### config.mk
export PLATFORM = sky130hd
export DESIGN_NAME = stepwise_sort_engine_core
export DESIGN_NICKNAME = d
export VERILOG_FILES = /design/src/sv/sse_pkg.sv /design/src/sv/sse_ctrl.sv /design/src/sv/sse_datapath.sv /design/src/sv/stepwise_sort_engine_core.sv
export SDC_FILE = /design/constraint.sdc
export NUM_CORES = 2
export LEC_CHECK = 0
export BUFFER_PORTS_ARGS = -buffer_cell sky130_fd_sc_hd__buf_2
export CORE_MARGIN = 5
export CORE_UTILIZATION = 55
export DETAILED_ROUTE_END_ITERATION = 10
export PLACE_DENSITY_LB_ADDON = 0.15
export SLEW_MARGIN = 25
export SYNTH_ARGS = -nofsm -noshare
export SYNTH_HDL_FRONTEND = slang
export SYNTH_SLANG_ARGS = --single-unit
### constraint.sdc
create_clock -name clk -period 7.5 [get_ports clk]
set_input_delay 1.5 -clock clk [delete_from_list [all_inputs] [get_ports clk]]
set_output_delay 1.5 -clock clk [all_outputs]
set_load 0.005 [all_outputs]
### src/sv/sse_pkg.sv
// ----------------------------------------------------------------------------
// sse_pkg
// Shared types, codes and constants for the stepwise sort engine.
// ----------------------------------------------------------------------------
package sse_pkg;

    // default sizing
    localparam int MAX_ELEMENTS_DEF = 64;
    localparam int VALUE_WIDTH_DEF  = 16;

    // fixed field widths of the stream and config ports
    localparam int REQ_W       = 2;
    localparam int IDX_W       = 6;
    localparam int DATA_W      = 16;
    localparam int ALG_W       = 2;
    localparam int COUNT_W     = 7;
    localparam int CFG_INDEX_W = 1;
    localparam int CFG_DATA_W  = 7;
    localparam int S_TDATA_W   = 24;
    localparam int M_TDATA_W   = 32;
    localparam int OUT_PAD_W   = M_TDATA_W - (1 + IDX_W + IDX_W + 1 + DATA_W);

    // reset value of the element count register
    localparam logic [COUNT_W-1:0] COUNT_RESET = 7'd64;

    // config register indexes
    localparam logic [CFG_INDEX_W-1:0] CFG_ALGORITHM = 1'b0;
    localparam logic [CFG_INDEX_W-1:0] CFG_COUNT     = 1'b1;

    // request kinds
    typedef enum logic [REQ_W-1:0] {
        REQ_LOAD    = 2'd0,
        REQ_STEP    = 2'd1,
        REQ_RESTART = 2'd2,
        REQ_READ    = 2'd3
    } req_t;

    // sort algorithms
    typedef enum logic [ALG_W-1:0] {
        ALG_EXCHANGE  = 2'd0,
        ALG_SELECTION = 2'd1,
        ALG_INSERTION = 2'd2,
        ALG_GNOME     = 2'd3
    } alg_t;

    // controller to datapath commands
    typedef struct packed {
        logic capture;
        logic load_write;
        logic read_issue;
        logic restart;
        logic step_read;
        logic step_commit;
        logic swap_read;
        logic write_a;
        logic write_b;
        logic out_load;
    } sse_cmd_t;

    // datapath to controller status
    typedef struct packed {
        req_t req;
        logic swap_needed;
        logic out_free;
    } sse_status_t;

endpackage

### src/sv/sse_ctrl.sv
// ----------------------------------------------------------------------------
// sse_ctrl
// Request sequencer: accepts one beat, walks it through memory access,
// compare, exchange and result hand-off.
// ----------------------------------------------------------------------------
module sse_ctrl (
    input  logic                clk,
    input  logic                rst_n,
    input  logic                in_valid,
    output logic                in_ready,
    input  sse_pkg::sse_status_t status,
    output sse_pkg::sse_cmd_t    cmd
);

    typedef enum logic [6:0] {
        ST_IDLE    = 7'b0000001,
        ST_EXEC    = 7'b0000010,
        ST_COMPARE = 7'b0000100,
        ST_SWAP_RD = 7'b0001000,
        ST_SWAP_WA = 7'b0010000,
        ST_SWAP_WB = 7'b0100000,
        ST_RESULT  = 7'b1000000
    } state_t;

    state_t state_reg;
    state_t state_next;

    // state register
    always_ff @(posedge clk or negedge rst_n)
    begin
        if (!rst_n)
        begin
            state_reg <= ST_IDLE;
        end
        else
        begin
            state_reg <= state_next;
        end
    end

    // next state and command decode
    always_comb
    begin
        state_next = state_reg;
        cmd        = '0;
        in_ready   = 1'b0;
        case (state_reg)
            ST_IDLE:
            begin
                in_ready = 1'b1;
                if (in_valid)
                begin
                    cmd.capture = 1'b1;
                    state_next  = ST_EXEC;
                end
            end
            ST_EXEC:
            begin
                case (status.req)
                    sse_pkg::REQ_LOAD:
                    begin
                        cmd.load_write = 1'b1;
                        state_next     = ST_RESULT;
                    end
                    sse_pkg::REQ_STEP:
                    begin
                        cmd.step_read = 1'b1;
                        state_next    = ST_COMPARE;
                    end
                    sse_pkg::REQ_RESTART:
                    begin
                        cmd.restart = 1'b1;
                        state_next  = ST_RESULT;
                    end
                    default:
                    begin
                        cmd.read_issue = 1'b1;
                        state_next     = ST_RESULT;
                    end
                endcase
            end
            ST_COMPARE:
            begin
                cmd.step_commit = 1'b1;
                state_next      = status.swap_needed ? ST_SWAP_RD : ST_RESULT;
            end
            ST_SWAP_RD:
            begin
                cmd.swap_read = 1'b1;
                state_next    = ST_SWAP_WA;
            end
            ST_SWAP_WA:
            begin
                cmd.write_a = 1'b1;
                state_next  = ST_SWAP_WB;
            end
            ST_SWAP_WB:
            begin
                cmd.write_b = 1'b1;
                state_next  = ST_RESULT;
            end
            ST_RESULT:
            begin
                if (status.out_free)
                begin
                    cmd.out_load = 1'b1;
                    state_next   = ST_IDLE;
                end
            end
            default:
            begin
                state_next = ST_IDLE;
            end
        endcase
    end

endmodule

### src/sv/sse_datapath.sv
// ----------------------------------------------------------------------------
// sse_datapath
// Element memory, sort position registers, step decision logic and the
// output register.
// ----------------------------------------------------------------------------
module sse_datapath #(
    parameter int MAX_ELEMENTS = sse_pkg::MAX_ELEMENTS_DEF,
    parameter int VALUE_WIDTH  = sse_pkg::VALUE_WIDTH_DEF
) (
    input  logic                                clk,
    input  logic                                rst_n,
    input  logic                                cfg_we,
    input  logic [sse_pkg::CFG_INDEX_W-1:0]     cfg_index,
    input  logic [sse_pkg::CFG_DATA_W-1:0]      cfg_data,
    input  sse_pkg::req_t                       in_req,
    input  logic [sse_pkg::IDX_W-1:0]           in_index,
    input  logic [sse_pkg::DATA_W-1:0]          in_value,
    input  sse_pkg::sse_cmd_t                   cmd,
    output sse_pkg::sse_status_t                status,
    output logic                                out_valid,
    input  logic                                out_ready,
    output logic [sse_pkg::M_TDATA_W-1:0]       out_data
);

    localparam int AW = $clog2(MAX_ELEMENTS);
    localparam int CW = $clog2(MAX_ELEMENTS + 1);
    localparam int SW = CW + 2;
    localparam int IW = sse_pkg::IDX_W;
    localparam int DW = sse_pkg::DATA_W;

    typedef logic signed [SW-1:0] spos_t;

    // element memory, two read ports and one write port
    logic [VALUE_WIDTH-1:0] mem [MAX_ELEMENTS];

    // config registers
    sse_pkg::alg_t                algorithm_reg;
    logic [sse_pkg::COUNT_W-1:0]  count_reg;

    // captured request
    sse_pkg::req_t                req_reg;
    logic [IW-1:0]                idx_reg;
    logic [DW-1:0]                value_reg;

    // sort state
    logic [CW-1:0]                outer_reg;
    logic [CW-1:0]                outer_next;
    logic signed [CW:0]           inner_reg;
    logic signed [CW:0]           inner_next;
    logic [CW-1:0]                minimum_reg;
    logic [CW-1:0]                minimum_next;
    logic                         done_reg;
    logic                         done_next;

    // read data and pending exchange
    logic [VALUE_WIDTH-1:0]       rd_a_reg;
    logic [VALUE_WIDTH-1:0]       rd_b_reg;
    logic [AW-1:0]                swap_a_reg;
    logic [AW-1:0]                swap_b_reg;
    logic                         swap_flag_reg;

    // output register
    logic                         out_valid_reg;
    logic [sse_pkg::M_TDATA_W-1:0] out_data_reg;

    // combinational helpers
    logic [31:0]                  count_wide;
    logic [31:0]                  n_wide;
    spos_t                        n_s;
    spos_t                        i_s;
    spos_t                        j_s;
    spos_t                        m_s;
    spos_t                        mf_s;
    spos_t                        gp_s;
    spos_t                        pa_s;
    spos_t                        pb_s;
    spos_t                        io_s;
    spos_t                        jo_s;
    spos_t                        mo_s;
    spos_t                        sa_s;
    spos_t                        sb_s;
    logic                         swap_go;
    logic                         swap_needed;
    logic                         gt;
    logic [AW+IW-1:0]             idx_wide;
    logic [AW-1:0]                idx_addr;
    logic                         idx_in_range;
    logic [VALUE_WIDTH+DW-1:0]    value_wide;
    logic [DW+VALUE_WIDTH-1:0]    read_wide;
    logic [DW-1:0]                read_field;
    logic [IW+AW-1:0]             first_wide;
    logic [IW+AW-1:0]             second_wide;
    logic [IW-1:0]                first_field;
    logic [IW-1:0]                second_field;
    logic                         mem_we;
    logic                         mem_re;
    logic [AW-1:0]                mem_waddr;
    logic [VALUE_WIDTH-1:0]       mem_wdata;
    logic [AW-1:0]                mem_raddr_a;
    logic [AW-1:0]                mem_raddr_b;

    // active element count, clamped to 1..MAX_ELEMENTS
    always_comb
    begin
        count_wide = 32'(count_reg);
        if (count_reg == '0)
        begin
            n_wide = 32'd1;
        end
        else if (count_wide > 32'(MAX_ELEMENTS))
        begin
            n_wide = 32'(MAX_ELEMENTS);
        end
        else
        begin
            n_wide = count_wide;
        end
    end

    assign n_s  = $signed(n_wide[SW-1:0]);
    assign i_s  = $signed({2'b00, outer_reg});
    assign j_s  = $signed({inner_reg[CW], inner_reg});
    assign m_s  = $signed({2'b00, minimum_reg});
    assign mf_s = (m_s >= n_s) ? i_s : m_s;
    assign gp_s = (i_s == spos_t'(0)) ? spos_t'(1) : i_s;

    // compare pair of the current step
    always_comb
    begin
        case (algorithm_reg)
            sse_pkg::ALG_EXCHANGE:
            begin
                pa_s = i_s;
                pb_s = j_s;
            end
            sse_pkg::ALG_SELECTION:
            begin
                pa_s = mf_s;
                pb_s = j_s;
            end
            sse_pkg::ALG_INSERTION:
            begin
                pa_s = j_s;
                pb_s = j_s + spos_t'(1);
            end
            default:
            begin
                pa_s = gp_s - spos_t'(1);
                pb_s = gp_s;
            end
        endcase
    end

    assign gt = rd_a_reg > rd_b_reg;

    // one sort step: position update and exchange decision
    always_comb
    begin
        io_s      = i_s;
        jo_s      = j_s;
        mo_s      = m_s;
        done_next = done_reg;
        swap_go   = 1'b0;
        sa_s      = pa_s;
        sb_s      = pb_s;
        if (!done_reg)
        begin
            case (algorithm_reg)
                sse_pkg::ALG_EXCHANGE:
                begin
                    if (i_s >= n_s)
                    begin
                        done_next = 1'b1;
                    end
                    else if (j_s < spos_t'(0) || j_s >= n_s)
                    begin
                        io_s = i_s + spos_t'(1);
                        jo_s = i_s + spos_t'(1);
                    end
                    else
                    begin
                        swap_go = gt;
                        sa_s    = i_s;
                        sb_s    = j_s;
                        if (j_s + spos_t'(1) >= n_s)
                        begin
                            io_s = i_s + spos_t'(1);
                            jo_s = i_s + spos_t'(1);
                        end
                        else
                        begin
                            jo_s = j_s + spos_t'(1);
                        end
                    end
                end
                sse_pkg::ALG_SELECTION:
                begin
                    if (i_s + spos_t'(1) >= n_s)
                    begin
                        done_next = 1'b1;
                    end
                    else
                    begin
                        mo_s = mf_s;
                        if (j_s >= spos_t'(0) && j_s < n_s)
                        begin
                            if (gt)
                            begin
                                mo_s = j_s;
                            end
                            jo_s = j_s + spos_t'(1);
                        end
                        // row end: move the minimum to the outer slot
                        if (jo_s < spos_t'(0) || jo_s >= n_s)
                        begin
                            swap_go = 1'b1;
                            sa_s    = i_s;
                            sb_s    = mo_s;
                            io_s    = i_s + spos_t'(1);
                            mo_s    = i_s + spos_t'(1);
                            jo_s    = i_s + spos_t'(2);
                        end
                    end
                end
                sse_pkg::ALG_INSERTION:
                begin
                    if (i_s >= n_s)
                    begin
                        done_next = 1'b1;
                    end
                    else if (i_s == spos_t'(0))
                    begin
                        io_s = spos_t'(1);
                    end
                    else if (j_s >= spos_t'(0) && j_s + spos_t'(1) <= i_s && gt)
                    begin
                        swap_go = 1'b1;
                        sa_s    = j_s;
                        sb_s    = j_s + spos_t'(1);
                        jo_s    = j_s - spos_t'(1);
                    end
                    else
                    begin
                        io_s = i_s + spos_t'(1);
                        jo_s = i_s;
                    end
                end
                default:
                begin
                    if (i_s >= n_s)
                    begin
                        done_next = 1'b1;
                    end
                    else
                    begin
                        io_s = gp_s;
                        if (gp_s < n_s)
                        begin
                            if (gt)
                            begin
                                swap_go = 1'b1;
                                sa_s    = gp_s - spos_t'(1);
                                sb_s    = gp_s;
                                io_s    = gp_s - spos_t'(1);
                            end
                            else
                            begin
                                io_s = gp_s + spos_t'(1);
                            end
                        end
                    end
                end
            endcase
        end
    end

    assign swap_needed  = swap_go && (sa_s != sb_s);
    assign outer_next   = io_s[CW-1:0];
    assign inner_next   = jo_s[CW:0];
    assign minimum_next = mo_s[CW-1:0];

    // request field conversions
    assign idx_wide     = {{AW{1'b0}}, idx_reg};
    assign idx_addr     = idx_wide[AW-1:0];
    assign idx_in_range = 32'(idx_reg) < 32'(MAX_ELEMENTS);
    assign value_wide   = {{VALUE_WIDTH{1'b0}}, value_reg};
    assign read_wide    = {{DW{1'b0}}, rd_a_reg};
    assign read_field   = (req_reg == sse_pkg::REQ_READ && idx_in_range) ?
                          read_wide[DW-1:0] : '0;
    assign first_wide   = {{IW{1'b0}}, swap_a_reg};
    assign second_wide  = {{IW{1'b0}}, swap_b_reg};
    assign first_field  = swap_flag_reg ? first_wide[IW-1:0] : '0;
    assign second_field = swap_flag_reg ? second_wide[IW-1:0] : '0;

    // memory port selection
    assign mem_we      = (cmd.load_write && idx_in_range) || cmd.write_a || cmd.write_b;
    assign mem_re      = cmd.read_issue || cmd.step_read || cmd.swap_read;
    assign mem_waddr   = cmd.load_write ? idx_addr :
                         (cmd.write_a ? swap_a_reg : swap_b_reg);
    assign mem_wdata   = cmd.load_write ? value_wide[VALUE_WIDTH-1:0] :
                         (cmd.write_a ? rd_b_reg : rd_a_reg);
    assign mem_raddr_a = cmd.swap_read ? swap_a_reg :
                         (cmd.step_read ? pa_s[AW-1:0] : idx_addr);
    assign mem_raddr_b = cmd.swap_read ? swap_b_reg : pb_s[AW-1:0];

    // element memory
    always_ff @(posedge clk)
    begin
        if (mem_we)
        begin
            mem[mem_waddr] <= mem_wdata;
        end
        if (mem_re)
        begin
            rd_a_reg <= mem[mem_raddr_a];
            rd_b_reg <= mem[mem_raddr_b];
        end
    end

    // config, sort state and output valid
    always_ff @(posedge clk or negedge rst_n)
    begin
        if (!rst_n)
        begin
            algorithm_reg <= sse_pkg::ALG_EXCHANGE;
            count_reg     <= sse_pkg::COUNT_RESET;
            outer_reg     <= '0;
            inner_reg     <= '0;
            minimum_reg   <= '0;
            done_reg      <= 1'b0;
            out_valid_reg <= 1'b0;
        end
        else
        begin
            if (cfg_we)
            begin
                if (cfg_index == sse_pkg::CFG_ALGORITHM)
                begin
                    algorithm_reg <= sse_pkg::alg_t'(cfg_data[sse_pkg::ALG_W-1:0]);
                end
                else
                begin
                    count_reg <= cfg_data;
                end
            end
            if (cmd.restart)
            begin
                outer_reg   <= '0;
                inner_reg   <= '0;
                minimum_reg <= '0;
                done_reg    <= 1'b0;
            end
            else if (cmd.step_commit)
            begin
                outer_reg   <= outer_next;
                inner_reg   <= inner_next;
                minimum_reg <= minimum_next;
                done_reg    <= done_next;
            end
            if (cmd.out_load)
            begin
                out_valid_reg <= 1'b1;
            end
            else if (out_ready)
            begin
                out_valid_reg <= 1'b0;
            end
        end
    end

    // request capture, exchange pair and output beat
    always_ff @(posedge clk)
    begin
        if (cmd.capture)
        begin
            req_reg       <= in_req;
            idx_reg       <= in_index;
            value_reg     <= in_value;
            swap_flag_reg <= 1'b0;
        end
        else if (cmd.step_commit)
        begin
            swap_flag_reg <= swap_needed;
            swap_a_reg    <= sa_s[AW-1:0];
            swap_b_reg    <= sb_s[AW-1:0];
        end
        if (cmd.out_load)
        begin
            out_data_reg <= {{sse_pkg::OUT_PAD_W{1'b0}}, read_field, done_reg,
                             second_field, first_field, swap_flag_reg};
        end
    end

    assign status.req         = req_reg;
    assign status.swap_needed = swap_needed;
    assign status.out_free    = !out_valid_reg || out_ready;
    assign out_valid          = out_valid_reg;
    assign out_data           = out_data_reg;

`ifndef NO_ASSERTIONS
    // outer position never runs past the array
    a_outer_range: assert property (@(posedge clk) disable iff (!rst_n)
        32'(outer_reg) <= 32'(MAX_ELEMENTS))
        else $error("outer position beyond array");

    // inner position goes at most one below zero
    a_inner_floor: assert property (@(posedge clk) disable iff (!rst_n)
        inner_reg >= -1)
        else $error("inner position below -1");

    // second exchange write follows the first
    a_swap_order: assert property (@(posedge clk) disable iff (!rst_n)
        cmd.write_b |-> $past(cmd.write_a))
        else $error("exchange write out of order");

    // a step that exchanges never finishes the sort
    a_swap_not_done: assert property (@(posedge clk) disable iff (!rst_n)
        cmd.step_commit && swap_needed |=> !done_reg)
        else $error("exchange on finishing step");

    // a pending result beat is never overwritten
    a_out_hold: assert property (@(posedge clk) disable iff (!rst_n)
        cmd.out_load |-> (!out_valid_reg || out_ready))
        else $error("output beat overwritten");
`endif

endmodule

### src/sv/stepwise_sort_engine_core.sv
// ----------------------------------------------------------------------------
// stepwise_sort_engine_core
// In-place ascending sort over a loaded array, at most one compare per step request,
// with exchange, selection, insertion or gnome ordering.
// ----------------------------------------------------------------------------
//  channel  signals                        beat contents
//  cfg      cfg_we cfg_index cfg_data      0 algorithm, 1 element count
//  in       s_tvalid s_tready s_tdata      load / step / restart / read
//           s_tuser                        request
//  out      m_tvalid m_tready m_tdata      one result beat per request
//
//  Each request passes through accept, execute and result states; a step
//  adds a compare state, and a step with exchange re-reads the pair and
//  writes each slot in turn (the two-read, single-write element memory sets
//  the exchange cost). A result waiting on m_tready does not block the next
//  accept; only the result after it waits. rst_n clears sort state, config
//  and output valid; element memory keeps no reset and needs no clearing.
// ----------------------------------------------------------------------------
module stepwise_sort_engine_core #(
    parameter int MAX_ELEMENTS = sse_pkg::MAX_ELEMENTS_DEF,
    parameter int VALUE_WIDTH  = sse_pkg::VALUE_WIDTH_DEF
) (
    input  logic                             clk,
    input  logic                             rst_n,
    input  logic                             cfg_we,
    input  logic [sse_pkg::CFG_INDEX_W-1:0]  cfg_index,
    input  logic [sse_pkg::CFG_DATA_W-1:0]   cfg_data,
    input  logic                             s_tvalid,
    output logic                             s_tready,
    // elem_index [5:0], elem_value [21:6], zero pad [23:22]
    input  logic [sse_pkg::S_TDATA_W-1:0]    s_tdata,
    // req_type [1:0]
    input  logic [sse_pkg::REQ_W-1:0]        s_tuser,
    output logic                             m_tvalid,
    input  logic                             m_tready,
    // swapped [0], first_index [6:1], second_index [12:7], sort_done [13],
    // read_data [29:14], zero pad [31:30]
    output logic [sse_pkg::M_TDATA_W-1:0]    m_tdata
);

    sse_pkg::sse_cmd_t    cmd;
    sse_pkg::sse_status_t status;

    // sequencer
    sse_ctrl u_ctrl (
        .clk      (clk),
        .rst_n    (rst_n),
        .in_valid (s_tvalid),
        .in_ready (s_tready),
        .status   (status),
        .cmd      (cmd)
    );

    // memory and step logic
    sse_datapath #(
        .MAX_ELEMENTS (MAX_ELEMENTS),
        .VALUE_WIDTH  (VALUE_WIDTH)
    ) u_datapath (
        .clk       (clk),
        .rst_n     (rst_n),
        .cfg_we    (cfg_we),
        .cfg_index (cfg_index),
        .cfg_data  (cfg_data),
        .in_req    (sse_pkg::req_t'(s_tuser)),
        .in_index  (s_tdata[5:0]),
        .in_value  (s_tdata[21:6]),
        .cmd       (cmd),
        .status    (status),
        .out_valid (m_tvalid),
        .out_ready (m_tready),
        .out_data  (m_tdata)
    );

endmodule

==> reports/qor.csv <==
metric,value,unit
status,completed,
crit path cell chain,nor3_1 > a21oi_1 > nor2_1 > ha_1 > nand2b_1 > a211o_1 > a211oi_4 > a221oi_1 > a21oi_1 > o221ai_1 > nand2b_1 > a31o_1 > nor2_4 > buf_4 > o211ai_1 > a41oi_1 > a2111o_1,
Skew-Pair Late Insertion Delay,0.73,ns
Worst Path Arrival,6.76,ns
slowest CP cell,nor2_4,
flop and latch count out of synthesis,1163,
die height,342,µm
hold_buf cts,0,
first-pass GRT wire length,292000,µm
Row Count,121,
total grt overflow,0,
initial antenna violation count,5,
Post-synth top cells,"nand2_1 (1714), edfxtp_1 (1122), a211oi_1 (411)",
Resize count post-CTS,0,
Post-CTS Repair Setup Buffers,0,
Die Area,117000,µm²
pin count of the biggest net entering global routing,138,
Iter 0 DRT Violations,6863,
largest family of logic cells by synthesized area,simple AND/OR/NAND/NOR gates,
Total GRT Usage,0.332,
area share of the largest cell type after synthesis,0.557,
CTS sink count,1163,
final hold violation count,0,
Worst slew margin,0.213,
Final Critical Period,6.18,ns
synth top area cells,"edfxtp_1 (56%), nand2_1 (11%), a211oi_1 (5.1%), and2_1 (3.0%), o211ai_1 (2.6%)",
Yosys top cell by area,edfxtp_1,
commonest register cell after synthesis,edfxtp_1,
Setup Skew,0.0380,ns
DRT Pass-1 Iters,10,
gp weighted congestion,0.959,
dpl hpwl,119000,µm
die width,342,µm
CTS Buf Count,120,
top-count cell post-synth,nand2_1,
CP required,8.08,ns
CTS tree,done,
RSZ-0062 raised after global routing,no,
Routed Antenna Nets,0,
Max H-tree Level,3,
Synth Area in XOR/XNOR,0.00507,
Cell Pwr Density,344,nW/µm²
number of flops mapped to enable cells by yosys,1122,
Mapped Area,60500,µm²
via count,49300,
leakage,23.8,nW
area delta synth->final,11.0,%
fin nets,5912,
Yosys cell types,83,
Setup TNS Final,0,ns
"Seq/Total Area, Yosys",0.574,
max-slew violations,0,
element type at the critical path start,flip-flop,
Crit path largest cell delay,0.88,ns
launch point of the worst reg-to-reg path,u_datapath.count_reg[5],
I/O Buffers,68,
total detailed-routing wirelength,200000,µm
CP endpoint kind,flip-flop,
max cap viols,0,
WS Path Type,reg2reg,
Largest register FFs,1024,
post-route setup slack,1.32,ns
Critical path origin,u_datapath.count_reg[5],
mux share of post-synthesis cell area,0.0217,
share of layout cells above drive strength 1,0.0975,
Synth Area in Simple Gates,0.178,
residual DRC count,0,
number of global-route vias before repair,46100,
Adder-Cell Fraction of Synth Area,0.0174,
Fmax,162,MHz
post-synthesis compound-gate area fraction,0.169,
"Clk pin slew, worst setup/hold paths",0.06,ns
Synth async-reset ratio,0.0344,
crit-path max FO,26,
Worst Tran Pin Value,1.17,ns
CTS root buf,clkbuf_16,
Setup WS pre-CTS,1.53,ns
IO Count,73,
Hold Path Class,reg2reg,
vias per cell,6.74,
Core ar.,109000,µm²
Yosys warning count,0,
instance count of the mapped netlist,5856,
Clock Path Buffers,3,
Setup-failing EPs final,0,
initial core utilization,0.555,
routed length per instance,27.4,µm
Final Cycle Share,0.824,
fin util,0.616,
syn avg cell area,10.3,µm²
flop-to-flop setup slack,1.32,ns
Peak VDD IR,0.224,mV
Hold Startpoint,u_datapath.count_reg[0],
==> layout by cell type, fill, tap and decap left out, types with 24 or more instances in the layout <==
master     Yosys  layout
o21ai_0       86      68
a21oi_1      185     183
edfxtp_1    1122    1122
nand3_1      231     231
buf_2         81      67
mux2i_1      117     116
a41oi_1       49      49
and2_1       292     290
nand2_1     1714    1714
a311oi_1     131     131
buf_4          4     180
inv_1         43      43
and3_1        24      24
buf_12         0      35
nor2_2         0      54
o211ai_1     211     211
ha_1          84      84
clkbuf_16      0     122
a211oi_1     411     411
xnor2_1       28      28
dfrtp_1       38      38
a31oi_1      172     171
clkbuf_1     340      32
clkinv_1       5      34
nor2_1       137      70
==> path summary, 6_finish.rpt <==
path / to / cells past startpoint
setup reg to reg: u_datapath.rd_a_reg[5] / 17
min in group asynchronous: u_datapath.minimum_reg[5] / 1
hold reg to reg: u_datapath.count_reg[0] / 1
setup / recovery: u_datapath.rd_a_reg[5] / 17
hold / removal: u_datapath.count_reg[0] / 1
max in group asynchronous: u_datapath.out_valid / 1
==> routing by layer <==
metal / vias to the layer above / global-route usage / wire (µm)
met5: - / 0 / 30
met4: 4 / 0.156 / 10800
met3: 613 / 0.0682 / 24800
met2: 3275 / 0.508 / 88600
met1: 23700 / 0.458 / 75900
li1: 21600 / - / -
==> power by group <==
part	switching, W	total (W)	internal, W
Sequential	0.000177	0.00766	0.00748
Clock	0.00252	0.00583	0.00331
Combinational	0.00657	0.00963	0.00306
==> cells by family (layout without fill, tap and decap cells) <==
logic type | Yosys count | in the layout
other cells | 1 | 4
compound gates | 1417 | 1417
buf+inv | 522 | 555
fa+ha+maj | 84 | 84
mux | 129 | 129
xor+xnor | 35 | 35
simple gates | 2505 | 2505
flops | 1163 | 1163
==> cell type report <==
type | count | area (µm²)
Fill cell | 8431 | 41900
Sequential cell | 1163 | 34700
Multi-Input combinational cell | 4172 | 24200
Clock buffer | 157 | 3210
Timing Repair Buffer | 283 | 2400
Tap cell | 1414 | 1770
Clock inverter | 66 | 589
Inverter | 49 | 184
Antenna cell | 2 | 5.00
==> per-stage QoR <==
stage,std cells,hold slack (ns),area (µm²),power [W]
after floorplan,5857,0.456,60500,0.0139
after global placement,7080,0.492,63300,0.0169
after detailed placement,7080,0.510,63300,0.0171
after CTS,7303,0.523,67100,0.0229
after global routing,7304,0.549,67100,0.0240
final,7306,0.526,67100,0.0231
==> worst max-delay path, delay by kind of cell (launching register included) <==
kind | cells | cell delay, ns
AO/OA/AOI/OAI | 10 | 2.88
adder cells (fa/ha/maj) | 1 | 0.33
AND/OR/NAND/NOR | 5 | 1.94
flip-flops | 1 | 0.40
buffers and inverters | 1 | 0.49
Power figures use the tool's default switching activity.
